--- src/phg_pkg.sv ---
// shared types, constants and codes of the point cloud height grid
`timescale 1ns / 1ps
package phg_pkg;

  localparam int POINT_DEPTH = 4096;
  localparam int PT_AW       = $clog2(POINT_DEPTH);
  localparam int PT_CW       = PT_AW + 1;
  localparam int GRID_ROWS   = 64;
  localparam int GRID_COLS   = 64;
  localparam int ROW_W       = $clog2(GRID_ROWS);
  localparam int COL_W       = $clog2(GRID_COLS);
  localparam int CELL_AW     = ROW_W + COL_W;
  localparam int CNT_W       = 7;
  localparam int SUM_W       = 24;
  localparam int HIT_W       = 16;
  localparam int DIV_W       = 56;
  localparam int DIV_IW      = 6;

  localparam logic [1:0] MODE_ADD   = 2'd0;
  localparam logic [1:0] MODE_BUILD = 2'd1;
  localparam logic [1:0] MODE_READ  = 2'd2;
  localparam logic [1:0] MODE_NOP   = 2'd3;

  localparam logic [1:0] STATUS_OK   = 2'd0;
  localparam logic [1:0] STATUS_FULL = 2'd1;
  localparam logic [1:0] STATUS_BAD  = 2'd2;

  typedef struct packed {
    logic [1:0]         mode;
    logic signed [31:0] coord_x;
    logic signed [31:0] coord_y;
    logic signed [31:0] coord_z;
    logic [5:0]         cell_row;
    logic [5:0]         cell_col;
  } item_t;

  typedef struct packed {
    logic [1:0]         status;
    logic signed [31:0] out_x;
    logic signed [31:0] out_y;
    logic signed [31:0] out_z;
    logic [15:0]        hit_count;
    logic               unfilled;
    logic [6:0]         used_columns;
  } res_t;

  typedef enum logic [4:0] {
    ST_IDLE, ST_ADD, ST_NOP,
    ST_B_SPAN, ST_B_CS_GO, ST_B_CS_WAIT, ST_B_COL_GO, ST_B_COL_WAIT, ST_CLEAR,
    ST_P_RD, ST_P_LAT, ST_X_GO, ST_X_WAIT, ST_Y_GO, ST_Y_WAIT, ST_Z_GO, ST_Z_WAIT,
    ST_C_RD, ST_C_WR, ST_B_FIN,
    ST_R_CHK, ST_R_RD, ST_R_MUL, ST_R_GO, ST_R_WAIT, ST_R_FIN
  } state_t;

  typedef enum logic [2:0] {
    DOP_CS, DOP_COL, DOP_X, DOP_Y, DOP_Z, DOP_RD
  } div_op_t;

  typedef enum logic [1:0] {
    RSEL_PLAIN, RSEL_ADD, RSEL_READ
  } res_sel_t;

  typedef struct packed {
    logic     add_commit;
    logic     span_load;
    logic     div_start;
    logic     div_cap;
    div_op_t  div_op;
    logic     clr_en;
    logic     pt_rd;
    logic     pt_lat;
    logic     pt_next;
    logic     cell_rd;
    logic     cell_wr;
    logic     rd_mul;
    logic     built_set;
    logic     res_load;
    res_sel_t res_sel;
  } cmd_t;

  typedef struct packed {
    logic div_done;
    logic clr_last;
    logic pt_none;
    logic pt_last;
    logic read_ok;
  } sts_t;

endpackage

--- src/phg_ctrl.sv ---
// sequencer of the height grid: add, build pass and cell read
`timescale 1ns / 1ps
module phg_ctrl (
  input  logic           clk,
  input  logic           rst_n,
  input  logic           start,
  input  logic [1:0]     mode,
  input  phg_pkg::sts_t  sts,
  output logic           busy,
  output logic           load_item,
  output phg_pkg::cmd_t  cmd
);
  import phg_pkg::*;

  state_t state_r, state_nxt;

  always_ff @(posedge clk) begin
    if (!rst_n) state_r <= ST_IDLE;
    else        state_r <= state_nxt;
  end

  always_comb begin
    state_nxt = state_r;
    case (state_r)
      ST_IDLE: begin
        if (start) begin
          case (mode)
            MODE_ADD:   state_nxt = ST_ADD;
            MODE_BUILD: state_nxt = ST_B_SPAN;
            MODE_READ:  state_nxt = ST_R_CHK;
            default:    state_nxt = ST_NOP;
          endcase
        end
      end
      ST_ADD, ST_NOP, ST_B_FIN, ST_R_FIN: state_nxt = ST_IDLE;
      ST_B_SPAN:     state_nxt = ST_B_CS_GO;
      ST_B_CS_GO:    state_nxt = ST_B_CS_WAIT;
      ST_B_CS_WAIT:  if (sts.div_done) state_nxt = ST_B_COL_GO;
      ST_B_COL_GO:   state_nxt = ST_B_COL_WAIT;
      ST_B_COL_WAIT: if (sts.div_done) state_nxt = ST_CLEAR;
      ST_CLEAR: begin
        if (sts.clr_last) state_nxt = sts.pt_none ? ST_B_FIN : ST_P_RD;
      end
      ST_P_RD:       state_nxt = ST_P_LAT;
      ST_P_LAT:      state_nxt = ST_X_GO;
      ST_X_GO:       state_nxt = ST_X_WAIT;
      ST_X_WAIT:     if (sts.div_done) state_nxt = ST_Y_GO;
      ST_Y_GO:       state_nxt = ST_Y_WAIT;
      ST_Y_WAIT:     if (sts.div_done) state_nxt = ST_Z_GO;
      ST_Z_GO:       state_nxt = ST_Z_WAIT;
      ST_Z_WAIT:     if (sts.div_done) state_nxt = ST_C_RD;
      ST_C_RD:       state_nxt = ST_C_WR;
      ST_C_WR:       state_nxt = sts.pt_last ? ST_B_FIN : ST_P_RD;
      ST_R_CHK:      state_nxt = sts.read_ok ? ST_R_RD : ST_R_FIN;
      ST_R_RD:       state_nxt = ST_R_MUL;
      ST_R_MUL:      state_nxt = ST_R_GO;
      ST_R_GO:       state_nxt = ST_R_WAIT;
      ST_R_WAIT:     if (sts.div_done) state_nxt = ST_R_FIN;
      default:       state_nxt = ST_IDLE;
    endcase
  end

  always_comb begin
    cmd       = '0;
    cmd.div_op  = DOP_CS;
    cmd.res_sel = RSEL_PLAIN;
    busy      = (state_r != ST_IDLE);
    load_item = (state_r == ST_IDLE) && start;
    case (state_r)
      ST_ADD: begin
        cmd.add_commit = 1'b1;
        cmd.res_load   = 1'b1;
        cmd.res_sel    = RSEL_ADD;
      end
      ST_NOP:        cmd.res_load = 1'b1;
      ST_B_SPAN:     cmd.span_load = 1'b1;
      ST_B_CS_GO:    begin cmd.div_start = 1'b1; cmd.div_op = DOP_CS; end
      ST_B_CS_WAIT:  begin cmd.div_cap = sts.div_done; cmd.div_op = DOP_CS; end
      ST_B_COL_GO:   begin cmd.div_start = 1'b1; cmd.div_op = DOP_COL; end
      ST_B_COL_WAIT: begin cmd.div_cap = sts.div_done; cmd.div_op = DOP_COL; end
      ST_CLEAR:      cmd.clr_en = 1'b1;
      ST_P_RD:       cmd.pt_rd = 1'b1;
      ST_P_LAT:      cmd.pt_lat = 1'b1;
      ST_X_GO:       begin cmd.div_start = 1'b1; cmd.div_op = DOP_X; end
      ST_X_WAIT:     begin cmd.div_cap = sts.div_done; cmd.div_op = DOP_X; end
      ST_Y_GO:       begin cmd.div_start = 1'b1; cmd.div_op = DOP_Y; end
      ST_Y_WAIT:     begin cmd.div_cap = sts.div_done; cmd.div_op = DOP_Y; end
      ST_Z_GO:       begin cmd.div_start = 1'b1; cmd.div_op = DOP_Z; end
      ST_Z_WAIT:     begin cmd.div_cap = sts.div_done; cmd.div_op = DOP_Z; end
      ST_C_RD:       cmd.cell_rd = 1'b1;
      ST_C_WR:       begin cmd.cell_wr = 1'b1; cmd.pt_next = 1'b1; end
      ST_B_FIN:      begin cmd.built_set = 1'b1; cmd.res_load = 1'b1; end
      ST_R_RD:       cmd.cell_rd = 1'b1;
      ST_R_MUL:      cmd.rd_mul = 1'b1;
      ST_R_GO:       begin cmd.div_start = 1'b1; cmd.div_op = DOP_RD; end
      ST_R_WAIT:     begin cmd.div_cap = sts.div_done; cmd.div_op = DOP_RD; end
      ST_R_FIN:      begin cmd.res_load = 1'b1; cmd.res_sel = RSEL_READ; end
      default: ;
    endcase
  end

endmodule

--- config.mk ---
export PLATFORM = sky130hd
export DESIGN_NAME = phg_ctrl
export DESIGN_NICKNAME = d
export VERILOG_FILES = /design/src/phg_pkg.sv /design/src/phg_ctrl.sv
export SDC_FILE = /design/constraint.sdc
export NUM_CORES = 1
export LEC_CHECK = 0
export BUFFER_PORTS_ARGS = -buffer_cell sky130_fd_sc_hd__buf_4
export CAP_MARGIN = 40
export CORE_MARGIN = 5
export CORE_UTILIZATION = 40
export CTS_CLUSTER_SIZE = 8
export DETAILED_ROUTE_END_ITERATION = 7
export MAX_ROUTING_LAYER = met4
export PLACE_DENSITY = 0.63
export SLEW_MARGIN = 20
export SYNTH_ARGS = -nofsm -noshare
export SYNTH_HDL_FRONTEND = slang
export SYNTH_SLANG_ARGS = --single-unit
--- constraint.sdc ---
create_clock -name clk -period 4.14 [get_ports clk]
set_clock_uncertainty 0.15 [all_clocks]
set_input_delay 0 -clock clk [delete_from_list [all_inputs] [get_ports clk]]
set_output_delay 0 -clock clk [all_outputs]
set_load 0.05 [all_outputs]
==> metrics.md, run 1 <==
| Metric | Value |
|---|---|
| Die area | 3100 µm² |
| Pre-Repair DR Iteration Count | 4 |
| Vias in the first global route | 898 |
| Async S/R FF share, synth | 0% |
| Setup TNS | 0 ps |
| Post-Synth Simple-Gate Area | 39.8% |
| Layout fillers | 205 |
| Dpl hpwl | 1.80 mm |
| I/O pin total | 30 |
| Slew Viols, Final | 0 |
| Number of diodes | 0 |
| Largest net degree at the start of global routing | 25 |
| FF/Latch Area | 100 µm² |
| Initial Util | 42.0% |
| CP Capture Type | primary output |
| Clk_lat worst skew | 240 ps |
| VDD IR max | 0.000765 V |
| WP buf/inv | 2 |
| CP dominant cell by count | o21ai_0 |
| Die height | 55.6 µm |
| Slew headroom | 48.0% |
| Antenna violations before repair | 0 |
| Primary FF master, synth | dfxtp_1 |
| First-pass GRT wire length | 4.17 mm |
| Multi-input logic area | 639 µm² |
| WS Path Type | flop to primary output |
| Buffers on Ports | 29 |
| Net count after synthesis | 140 |
| Maximum fanout along the worst path | 20 |
| Proportion of layout cells with a drive suffix above 1 | 25.8% |
| Clock root cell | clkbuf_4 |
| Max-Cap Viols | 0 |
| Mux share of post-synthesis cell area | 1.35% |
| DR iter-0 viols | 30 |
| Compound-Gate Fraction of Synth Area | 32.4% |
| Cts repair resizes | 0 |
| Clock slew seen by the registers of the worst setup and hold paths | 40 ps |
| Critical path arrival | 2160 ps |
| Period utilization | 55.9% |
| Netlist Area Pre-Place | 833 µm² |
| Pleak | 0.437 nW |
| Crit-path cells | clkinv_1 -> o21ai_0 -> nand2_1 -> o21ai_0 -> a22o_1 -> buf_4 |
| FF+latch count, synth | 5 |
| CP max stage delay | 740 ps |
| Startpoint types | flop |
| Hold Path Class | input pin to flop |
| GRT Overall Usage | 16.4% |
| Endpoints failing setup | 0 |
| Synth Warn # | 0 |
| RSZ-0062 raised after global routing | no |
| Max reg flops | 5 |
| Antenna-violating nets left | 0 |
| Largest reg by FF count | state_r |
| Max Root-Sink Buffers | 2 |
| Number of synthesized flops with an enable pin | 0 |
| Synth Area in XOR/XNOR | 3.15% |
| Hold Vio Cnt, Final | 0 |
| CTS tree | yes |
| DR WL/cell | 14.1 µm |
| P&R area growth vs syn | 28.1% |
| Min cycle time layout | 2310 ps |
| Cts bufs inserted | 3 |
| Number of vias per cell | 5.52 |
| Kind of cell adding the most delay to the critical path | flip-flops |
| Main combinational cell family by area after synthesis | simple AND/OR/NAND/NOR gates |
| Total Nets Final | 162 |
| Slew @ Worst Pin | 778 ps |
| Slowest cell on crit path | dfxtp_1 |
| Required @ worst endpoint | 3990 ps |
| Register area share after synthesis | 12.0% |
| Vias | 983 |
| Yosys cell types | 42 |
| Status | completed |
| Synth Instances | 130 |
| Row count | 16 |
| Area after DPL | 1020 µm² |
| Power per cell area | 888 nW/µm² |
| Clock sink count | 5 |
| Total grt overflow | 0 |
| Setup Buffers After CTS | 0 |
| Drt drc | 0 |
| CTS H-tree lvls | 1 |
| Adder-cell share of the synthesized area | 0% |
| DIE WIDTH | 55.6 µm |
| Syn avg cell area | 6.41 µm² |
| FMAX | 432 MHz |
| Core Region | 1980 µm² |
| RePlAce Congestion | 0.840 |
| Post-route cell area | 1070 µm² |
| Routed WL | 2.52 mm |
| Biggest regs | state_r: 5 flops |
[metrics by stage]
stage | cells | hold WS [ps] | power [mW] | setup slack [ps] | utilization (%)
after global routing | 178 | 76.3 | 1.02 | 1600 | 53.9
after floorplan | 130 | -21.8 | 0.727 | 1420 | -
after global placement | 171 | 122 | 0.868 | 1880 | 50.8
final | 178 | 70.3 | 0.948 | 1830 | 53.9
after detailed placement | 172 | 119 | 0.883 | 1880 | 51.5
after CTS | 178 | 62.1 | 0.946 | 1840 | 53.9
[Yosys cell counts, types with 4 or more instances]
master    number  area (µm²)
dfxtp_1        5         100
a21oi_1       12        60.1
buf_2          6        30.0
nor3b_1        5        37.5
buf_4          4        30.0
nand2b_1       6        37.5
nand2_1       11        41.3
o21ai_0        7        35.0
nor3_1         9        45.0
nor2_1        14        52.6
[worst reg2reg max path, cell delays in order (launching register included)]
cell      delay [ps]
dfxtp_1          760
nand2b_1         420
nor3_1            90
o31a_1           270
o41ai_1          350
a21boi_1         110
[cell type report]
type,instances,area share [%]
Clock buffer,4,2.46
Inverter,4,1.41
Multi-Input combinational cell,106,59.9
Sequential cell,5,9.38
Tap cell,27,3.17
Timing Repair Buffer,32,23.7
[cells in the final DEF (no fill, tap or decap), drive strengths merged, types with 3 or more instances in the layout]
master,n
nor2,14
inv,3
nor3,9
nor2b,3
a21oi,12
buf,30
clkbuf,4
or3,3
nand2b,6
nand2,11
o21ai,10
dfxtp,5
nand3,3
nor3b,5
[final timing paths]
kind / to / slack, ps / startpoint / depth (start not counted)
setup / recovery: cmd[15] / 1830 / state_r[2] / 6
setup reg to reg: state_r[3] / 1860 / state_r[3] / 5
hold reg to reg: state_r[3] / 630 / state_r[3] / 2
hold / removal: state_r[0] / 70 / mode[1] / 4
[metal layers]
layer | GRT usage, % | wire length (µm) | vias up
met4 | 3.47 | 13 | 0
met5 | - | 0 | -
li1 | - | - | 508
met1 | 20.9 | 1190 | 439
met3 | 4.64 | 151 | 2
met2 | 25.8 | 1170 | 34
[power breakdown]
part / leakage, nW / internal [mW] / switching (mW) / total, mW
Combinational: 0.381 / 0.282 / 0.447 / 0.728
Sequential: 0.0408 / 0.0669 / 0.0955 / 0.162
Clock: 0.0150 / 0.0365 / 0.0207 / 0.0572
[logic make-up (layout without fill, tap and decap cells)]
| kind of cell | after synthesis | count (layout) |
|---|---|---|
| AO/OA/AOI/OAI | 41 | 41 |
| XOR/XNOR | 3 | 3 |
| buffers and inverters | 19 | 40 |
| flip-flops | 5 | 5 |
| multiplexers | 1 | 1 |
| AND/OR/NAND/NOR | 61 | 61 |
[what timing repair did]
| action | CTS | global route |
|---|---|---|
| hold buffers | 2 | 0 |
| setup endpoints to repair | 0 | 0 |
| endpoints found under the hold margin | 5 | 0 |
No activity file was read; power rests on OpenSTA's default activity.
==> run 2, diff against run 1 <==
Settings changed: ABC_AREA set to 1, PLACE_DENSITY 0.63 to 0.65.
Clock period 4.14 ns to 1.9 ns, I/O delays scaled along.
==> run 2 against run 1 <==
Largest cell class unchanged. Utilization up 1.6 points. Sequential power up 38%. Synthesized area up 2.6%. Combinational power up 70%. Critical path type unchanged. Clock power up 120%. Highest routed layer is now met3. Worst setup slack worse by 1700 ps. Routed wire length up 6.5%. Flip-flop and latch count unchanged.
==> metrics.md, run 2 <==
| Metric | Value |
|---|---|
| Largest net degree at the start of global routing | 18 (-28%) |
| Maximum fanout along the worst path | 7 (-65%) |
| Share of the synthesized area in the top cell type | 23.7% (+12 points) |
| Setup Buffers After CTS | 0 (unchanged) |
| Power per cell area | 1430 nW/µm² (+61%) |
| VDD IR max | 0.000832 V (+8.7%) |
| DR WL/cell | 12.0 µm (-15%) |
| Period utilization | 92.6% |
| Clk_lat worst skew | 240 ps (about the same) |
| Async S/R FF share, synth | 0% (unchanged) |
| Vias | 1107 (+13%) |
| I/O pin total | 30 (unchanged) |
| Antenna-violating nets left | 0 (unchanged) |
| Dpl hpwl | 2.18 mm (+21%) |
| Max-Cap Viols | 0 (unchanged) |
| Placed Cells | 219 (+27%) |
| Number of vias per cell | 4.94 (-11%) |
| Max Root-Sink Buffers | 2 (unchanged) |
| Slew Viols, Final | 0 (unchanged) |
| Multi-input logic area | 631 µm² (-1.4%) |
| Total grt overflow | 0 (unchanged) |
| Top cells by count, synth | nand2_1 (54), nor2_1 (39), inv_1 (16), nand3_1 (16) |
| Pre-Repair DR Iteration Count | 5 (+1) |
| Yosys cell types | 20 (-52%) |
| Slew @ Worst Pin | 332 ps (-446 ps) |
| Commonest non-fill, non-tap cells in the layout | nand2_1 (54), nor2_1 (37), buf_4 (30) |
| FMAX | 568 MHz |
| Slew headroom | 77.8% (+30 points) |
| Routed WL | 2.68 mm (+6.5%) |
| WS Path Type | flop to primary output |
| Clock slew seen by the registers of the worst setup and hold paths | 50 ps (about the same) |
| Register area share after synthesis | 11.7% (-0.30 points) |
| DR iter-0 viols | 50 (+67%) |
| Row count | 16 (unchanged) |
| Biggest regs | state_r: 5 flops |
| GRT Overall Usage | 18.2% (+1.7 points) |
| Post-route cell area | 1110 µm² (+4.1%) |
| Commonest non-fill, non-tap cell in the layout | nand2_1 |
| Min cycle time layout | 1760 ps |
| Cts bufs inserted | 3 (unchanged) |
| FF+latch count, synth | 5 (unchanged) |
| Required @ worst endpoint | 1750 ps (-2240 ps) |
| Critical path arrival | 1610 ps (-550 ps) |
| Hold Vio Cnt, Final | 0 (unchanged) |
| Count leader, synth | nand2_1 |
| Die area | 3160 µm² (+2.1%) |
| Hold Path Class | input pin to flop |
| Buffers on Ports | 29 (unchanged) |
| CP Capture Type | primary output |
| Synth Instances | 168 (+29%) |
| Startpoint types | flop |
| Main area contributors after synthesis | nand2_1 (24%), nor2_1 (17%), dfxtp_1 (12%) |
| CTS H-tree lvls | 1 (unchanged) |
| Status | completed |
| Layout fillers | 230 (+12%) |
| RSZ-0062 raised after global routing | no |
| Synth Warn # | 0 (unchanged) |
| Number of synthesized flops with an enable pin | 0 (unchanged) |
| Total Nets Final | 208 (+28%) |
| Max reg flops | 5 (unchanged) |
| FF/Latch Area | 103 µm² (+2.5%) |
| CTS tree | yes |
| Post-Layout Cell Count | 224 (+26%) |
| Drt drc | 0 (unchanged) |
| Core Region | 2000 µm² (+1.0%) |
| Setup TNS | 0 ps (unchanged) |
| Pleak | 0.684 nW (+57%) |
| Endpoints failing setup | 0 (unchanged) |
| Die height | 56.2 µm (+1.0%) |
| Area after DPL | 1070 µm² (+5.0%) |
| First-pass GRT wire length | 4.61 mm (+10%) |
| Syn avg cell area | 5.09 µm² (-21%) |
| Proportion of layout cells with a drive suffix above 1 | 28.9% (+3.1 points) |
| Clock root cell | clkbuf_4 |
| Number of diodes | 0 (unchanged) |
| RePlAce Congestion | 1.01 (+21%) |
| Net count after synthesis | 178 (+27%) |
| Clock sink count | 5 (unchanged) |
| Primary FF master, synth | dfxtp_1 |
| P&R area growth vs syn | 30.0% |
| Antenna violations before repair | 0 (unchanged) |
| Vias in the first global route | 1036 (+15%) |
| Netlist Area Pre-Place | 855 µm² (+2.6%) |
| DIE WIDTH | 56.2 µm (+1.0%) |
| Largest reg by FF count | state_r |
| Area leader, netlist | nand2_1 |
| Initial Util | 42.7% (+0.64 points) |
run 2: area by class of cell:
class	count	share of cell area [%]
Clock buffer	4	2.36
Inverter	22	7.43
Multi-Input combinational cell	135	56.8
Sequential cell	5	9.23
Tap cell	27	3.04
Timing Repair Buffer	31	21.2
run 2: worst paths after layout:
path,end,startpoint,slack [ps],cells after the start
setup / recovery,cmd[2],state_r[0],140,7
hold / removal,state_r[2],sts[0],10,7
setup reg to reg,state_r[1],state_r[0],280,8
hold reg to reg,state_r[3],state_r[3],520,4
run 2: report_power, final:
part / leakage (nW) / total [mW] / internal [mW] / switching (mW)
sequential: 0.0421 / 0.223 / 0.144 / 0.0792
combinational: 0.627 / 1.24 / 0.359 / 0.880
clock: 0.0150 / 0.124 / 0.0795 / 0.0446
total: 0.684 / 1.59 / 0.582 / 1.00
run 2: metrics by stage:
stage	util, %	power [mW]	hold WS, ps	worst slack [ps]
3_3_place_gp	53.6	1.45	115	172
4_1_cts	55.4	1.58	17.8	49.4
5_1_grt	55.5	1.73	96.8	46.5
2_1_floorplan	-	1.17	-29.5	56.5
3_5_place_dp	53.6	1.45	122	149
6_report	55.5	1.59	14.6	141
run 2: metal layers:
layer  GRT usage, %  up-vias  part of all wire (%)
li1               -      577                     -
met1           24.0      474                    45
met2           29.5       56                    47
met3           3.48        0                   8.0
met4           2.03        0                     0
met5              -        -                     0
run 2: cells by family (layout without fill, tap and decap cells):
| kind of cell | after synthesis | after routing | share of synthesized area (%) |
|---|---|---|---|
| simple gates | 130 | 130 | 70.3 |
| buf+inv | 28 | 57 | 15.1 |
| compound gates | 5 | 5 | 2.93 |
| flops | 5 | 5 | 11.7 |
run 2: critical path: stages, from the launching register on:
cell,delay (ps)
dfxtp_1,510
inv_2,140
nor2_2,140
nand2_1,140
nor2_2,140
nor2_1,50
nand2_1,50
buf_4,190
run 2: repair_timing:
| item | 4_1_cts | 5_1_grt |
|---|---|---|
| hold buffers | 1 | 0 |
| hold endpoints to repair | 5 | 0 |
| setup endpoints to repair | 0 | 6 |
| gates resized for setup | 0 | 2 |
